File: config.mk
export PLATFORM = sky130hd
export DESIGN_NAME = sqmr_ctrl
export DESIGN_NICKNAME = d
export VERILOG_FILES = /design/src/hdl/sqmr_pkg.sv /design/src/hdl/sqmr_ctrl.sv
export SDC_FILE = /design/constraint.sdc
export NUM_CORES = 1
export LEC_CHECK = 0
export ABC_AREA = 1
export BUFFER_PORTS_ARGS = -buffer_cell sky130_fd_sc_hd__buf_2
export CAP_MARGIN = 30
export CORE_AREA = 2 2 39 41
export DETAILED_ROUTE_END_ITERATION = 7
export DIE_AREA = 0 0 41 43
export PLACE_DENSITY = 0.37
export SLEW_MARGIN = 25
export SYNTH_ARGS = -nofsm -noshare
export SYNTH_HDL_FRONTEND = slang
export SYNTH_SLANG_ARGS = --single-unit
File: constraint.sdc
create_clock -name clk -period 1.3 [get_ports clk]
set_clock_uncertainty 0.2 [all_clocks]
set_input_delay 0 -clock clk [delete_from_list [all_inputs] [get_ports clk]]
set_output_delay 0 -clock clk [all_outputs]
set_load 0.01 [all_outputs]
File: src/hdl/sqmr_pkg.sv
// ----------------------------------------------------------------------------
// sqmr_pkg
// Shared sizes, codes and command types for the matrix rotate block.
// ----------------------------------------------------------------------------
package sqmr_pkg;

  // Largest side length held by the element store
  localparam int MAX_SIDE   = 16;
  localparam int DEPTH      = MAX_SIDE * MAX_SIDE;
  localparam int ADDR_W     = $clog2(DEPTH);
  localparam int CNT_W      = $clog2(DEPTH + 1);
  localparam int POS_W      = $clog2(MAX_SIDE);
  localparam int SIDE_W     = $clog2(MAX_SIDE + 1);

  localparam int DATA_W     = 32;
  localparam int SIZE_W     = 5;
  localparam int SIZE_RESET = 16;

  // Configuration port
  localparam int CFG_DATA_W = 32;
  localparam int CFG_ADDR_W = 3;
  localparam logic [CFG_ADDR_W-1:0] REG_MATRIX_SIZE = 3'd0;

  // Input item kinds carried on tuser
  localparam logic FUNC_LOAD  = 1'b0;
  localparam logic FUNC_FETCH = 1'b1;

  // Controller to datapath
  typedef struct packed {
    logic load;     // store the element, advance load count
    logic fetch;    // read the rotated element, advance fetch position
    logic zero_res; // place a not-ready result in the output register
    logic capture;  // move read data into the output register
  } cmd_t;

  // Datapath to controller
  typedef struct packed {
    logic full;     // all N*N elements held
  } status_t;

  // Effective side length: zero acts as one, anything too large is clamped
  function automatic logic [SIDE_W-1:0] side_of(logic [SIZE_W-1:0] v);
    logic [SIDE_W-1:0] n;
    if (v == '0) begin
      n = SIDE_W'(1);
    end else if (int'(v) > MAX_SIDE) begin
      n = SIDE_W'(MAX_SIDE);
    end else begin
      n = SIDE_W'(v);
    end
    return n;
  endfunction

endpackage

File: src/hdl/sqmr_ctrl.sv
// ----------------------------------------------------------------------------
// sqmr_ctrl
// Handshake control and sequencing of loads and fetches.
// ----------------------------------------------------------------------------
module sqmr_ctrl (
  input  logic             clk,
  input  logic             rst_n,
  input  logic             in_tvalid,
  output logic             in_tready,
  input  logic             in_func,
  output logic             out_tvalid,
  input  logic             out_tready,
  input  sqmr_pkg::status_t sts,
  output sqmr_pkg::cmd_t    cmd
);

  typedef enum logic [1:0] {
    ST_IDLE = 2'b01,
    ST_READ = 2'b10
  } state_t;

  state_t state_r, state_nxt;
  logic   out_valid_r, out_valid_nxt;
  logic   in_xfer;

  // Take an item only in the idle state and when the output register is free or draining this cycle
  assign in_tready = (state_r == ST_IDLE) && (!out_valid_r || out_tready);
  assign in_xfer   = in_tvalid && in_tready;
  assign out_tvalid = out_valid_r;

  always_comb begin
    state_nxt     = state_r;
    cmd           = '0;
    out_valid_nxt = out_valid_r && !out_tready;
    case (state_r)
      ST_IDLE: begin
        if (in_xfer) begin
          if (in_func == sqmr_pkg::FUNC_LOAD) begin
            cmd.load = 1'b1;
          end else if (sts.full) begin
            cmd.fetch = 1'b1;
            state_nxt = ST_READ;
          end else begin
            cmd.zero_res  = 1'b1;
            out_valid_nxt = 1'b1;
          end
        end
      end
      ST_READ: begin
        cmd.capture   = 1'b1;
        out_valid_nxt = 1'b1;
        state_nxt     = ST_IDLE;
      end
      default: begin
        state_nxt = ST_IDLE;
      end
    endcase
  end

  always_ff @(posedge clk) begin
    if (!rst_n) begin
      state_r     <= ST_IDLE;
      out_valid_r <= 1'b0;
    end else begin
      state_r     <= state_nxt;
      out_valid_r <= out_valid_nxt;
    end
  end

endmodule

**After elaboration in Yosys (flattened, before gate mapping)**

Cells that the tools add are included.

- Register bits after elaboration: 3
- Output and inout bits: 6
- Word-level logic and storage cells: 23
- Bits of input ports: 6

- Eq/ne operators: 2
- Muxes and demuxes: 11
- Reductions and logical operators: 8

Operators with widths:

| operator | number |
|---|---|
| 1-bit two-way mux | 7 |
| 3-bit two-way mux | 2 |
| 1-bit logical AND | 3 |
| 3-bit AND reduction | 1 |
| 2-bit by 1-bit equality test with 1-bit output (second input constant) | 1 |
| 2-bit equality test (second input constant) | 1 |
| 1-bit zero test | 2 |
| 2-bit two-way mux | 1 |
| 1-bit one-hot mux with 2 select lines | 1 |
| 2-bit AND reduction | 1 |
| 1-bit logical OR | 1 |

**Depth between registers and ports, before layout**

- Depth in word-level cells: 6
- Mapped depth: 6

**Least setup slack after synthesis**

OpenSTA, ideal clock, no wires.

- Path type: reg-to-reg
- From: register state_r[1]
- To: register state_r[0]
- Data arrival time: 0.940 ns
- Slack: 0.040 ns
- Library setup time: 0.120 ns
- Stages on the path, launching flop included: 7
- Data required time: 0.980 ns
- Path through: dfxtp_1 -> inv_1 -> ha_1 -> and2_4 -> nand4_2 -> inv_2 -> o21bai_2

- Longest elaborated chain between the ends: 4
- Elaborated cells between the ends (all ways): 5
- Classes of those cells: 1 x eq/ne; 4 x reduce/logical

RTL lines:

| element | RTL line | source |
|---|---|---|
| start, declared | sqmr_ctrl.sv:22 | `state_t state_r, state_nxt;` |
| start signal, assigned | sqmr_ctrl.sv:65 | `state_r <= state_nxt;` |
| 2-bit by 1-bit equality test with 1-bit output | sqmr_ctrl.sv:27 | `assign in_tready = (state_r == ST_IDLE) && (!out_valid_r \|\| out_tready);` |
| 1-bit logical AND | sqmr_ctrl.sv:27 |  |
| via in_tready | sqmr_ctrl.sv:9 | `output logic in_tready,` |
| 1-bit logical AND | sqmr_ctrl.sv:28 | `assign in_xfer = in_tvalid && in_tready;` |
| 3-bit AND reduction (no line) | n/a |  |

The timed path passes the listed nets, and every way through them passes these cells.
A chain may end at the register's enable or synchronous reset.

==> results.toml <==
[sta]
fmax_ghz = 0.731
worst_slew_pin_slew_ns = 0.166
timing.final.crit_share = 1.05
setup_viol = 3
hold_violations = 1
final.setup.worst_slack_ns = -0.0689
slew_headroom = 0.889
fin_hold_ws_ns = -0.0529
rsz0062_at_grt = "true"
fin_crit_ns = 1.37
slew_violations = 0

[final_layout]
seqCellArea_um2 = 62.6
drive_gt1_frac = 0.686
design_area_um2 = 435
antenna_cells = 0
areaGrowthSynthToFinish_pct = 115
multi_input_area_um2 = 163
fillers = 158
fin_util = 0.315
stdcell_count = 67
final_nets = 60

[route]
routed-via-count = 251
viasPerCell = 3.75
first_pass_iters = 1
ant_nets = 0
drc = 0
routed_wirelength_um = 614
wire_per_inst_um = 9.16
drtIter0Drc = 0

[clock_network]
cts_root_buf = "clkbuf_4"
cts.sinks = 3
clockBufferDepth = 2
cts_tree = "built"
h-tree-depth = 1
clkLatencyLatePin_ns = 0.23
numCtsBuffers = 3
path_clk_slew_ns = 0.04

[place]
placed_area_um2 = 278
placed_cells = 54
dp_hpwl_um = 384
gp_congestion = 0.564
dp_slack_ns = 0.00827
port-buffer-count = 11

[die]
die_y_um = 43
die-area_um2 = 1760
top_level_ports = 12
row_count = 14
die_w_um = 41
core_area_um2 = 1380
initial_core_util = 0.146

[synthesis]
synth_cell_types = 14
synth-xor-area-share = 0
synthAdderAreaFrac = 0.123
synth-compound-area-share = 0.123
synth.cell_area_um2 = 203
syn-instance-count = 27
ys_warn_count = 0
avgSynthCellArea_um2 = 7.51
yosysSeqAreaShare = 0.296
synth-simple-area-share = 0.346
ys_ff_latch = 3
synth_top_family_by_area = "simple AND/OR/NAND/NOR gates"
synthMuxAreaShare = 0
syn_nets = 35

[setup_path]
crit_arrival_ns = 1.17
criticalPathCategory = "flop to output pin"
crit_fanout = 4
start_kind = "flop"
worstPathRequired_ns = 1.10
end_kind = "output pin"

[global_routing]
antenna_found_initial = 0
grt_overflow = 0
grt_max_degree = 5
grt_pass1_wl_um = 890
grt_pass1_vias = 247
grt_usage = 0.0813

[status]
status = "finished with violations"
violations = "hold timing, setup timing"

[flow_run]
cap_violations = 0

[power]
leakagePower_nw = 0.223
p_clk_frac = 0.409
ir_drop_v = 0.000323
combPwrFrac = 0.330
intPower_w = 0.000289
switchingPower_w = 0.000119
sequentialPowerShare = 0.261
p_sw_frac = 0.291
power_density_nw_per_um2 = 936

[worst_hold_path]
hold_path_class = "input pin to flop"
[state kept, by name, indices dropped and copies added, names as in the netlist]
| signal | count |
|---|---|
| out_tvalid | 1 |
| state_r | 2 |
[worst max-delay path, cell delays in order (launching register included)]
cell and delay, ns:
dfxtp_2 0.31, inv_2 0.07, ha_4 0.14, and2_4 0.16
nand4_4 0.08, inv_2 0.08, buf_6 0.10
[cells by family (layout without fill, tap and decap cells)]
family          after synthesis  in the layout
buf+inv                       6             30
simple gates                 13             13
flops                         3              3
fa+ha+maj                     2              2
compound gates                3              3
[routing by layer]
metal / routed length (um) / share of wire / global-route usage / up-vias
li1: - / - / - / 131
met2: 321 / 0.52 / 0.122 / 9
met5: 0 / 0 / 0 / -
met3: 51 / 0.083 / 0.0366 / 2
met4: 19 / 0.031 / 0.0800 / 0
met1: 222 / 0.36 / 0.0740 / 109
[repair_timing]
| action | CTS | global route |
|---|---|---|
| endpoints found under the hold margin | 3 | 1 |
| setup endpoints to repair | 5 | 6 |
| hold buffers | 2 | 2 |
| setup buffers | 4 | 2 |
| pin swaps | 2 | 2 |
| resized for setup | 8 | 3 |
[area by class of cell]
| cell class | count | area share |
|---|---|---|
| clock buffers | 4 | 0.0603 |
| inverters | 6 | 0.0517 |
| multi-input cells | 18 | 0.374 |
| flip-flops and latches | 3 | 0.144 |
| well taps | 16 | 0.0460 |
| repair buffers | 20 | 0.325 |
[path summary, 6_finish.rpt]
check        slack [ns]  cells after the start         end  startpoint
max               -0.07                      6      cmd[2]  state_r[1]
min               -0.05                      6  out_tvalid  out_tready
max reg2reg       -0.01                      7  state_r[0]  state_r[1]
min reg2reg        0.38                      3  state_r[1]  state_r[1]
[through the flow]
step / hold WS (ns) / TNS, ns / total power (W)
detailed placement: 0.0605 / 0 / 0.000194
CTS: -0.122 / -0.158 / 0.000401
floorplan: -0.152 / 0 / 0.000162
global placement: 0.0671 / 0 / 0.000193
finish: -0.0529 / -0.125 / 0.000407
global route: 0.00106 / -0.376 / 0.000446
[synth_stat cells]
master    n  area (um2)
a21oi_1   1        5.00
inv_2     2        7.51
nand2_2   1        6.26
nand4_1   1        6.26
dfxtp_1   3        60.1
nand2_1   6        22.5
ha_1      2        25.0
and2_4    1        8.76
a21oi_2   1        8.76
nand4_2   1        12.5
inv_1     4        15.0
nor2_1    2        7.51
nor2_2    1        6.26
o21bai_2  1        11.3
[power by group through the flow]
stage          registers (W)  logic (W)  clock network (W)
2_1_floorplan       0.000107  0.0000548                  0
3_3_place_gp        0.000106  0.0000874                  0
3_5_place_dp        0.000106  0.0000879                  0
4_1_cts             0.000106   0.000120           0.000175
5_1_grt             0.000107   0.000149           0.000189
6_report            0.000106   0.000135           0.000166
[placed cells by master (no fill, tap or decap), drive strengths merged]
master       instances
buf                 16
nand2                7
inv                  6
dlygate4sd3          4
clkbuf               4
nor2                 3
dfxtp                3
a21oi                2
ha                   2
nand4                2
and2                 1
o21bai               1
(Power assumes the default switching activity.)
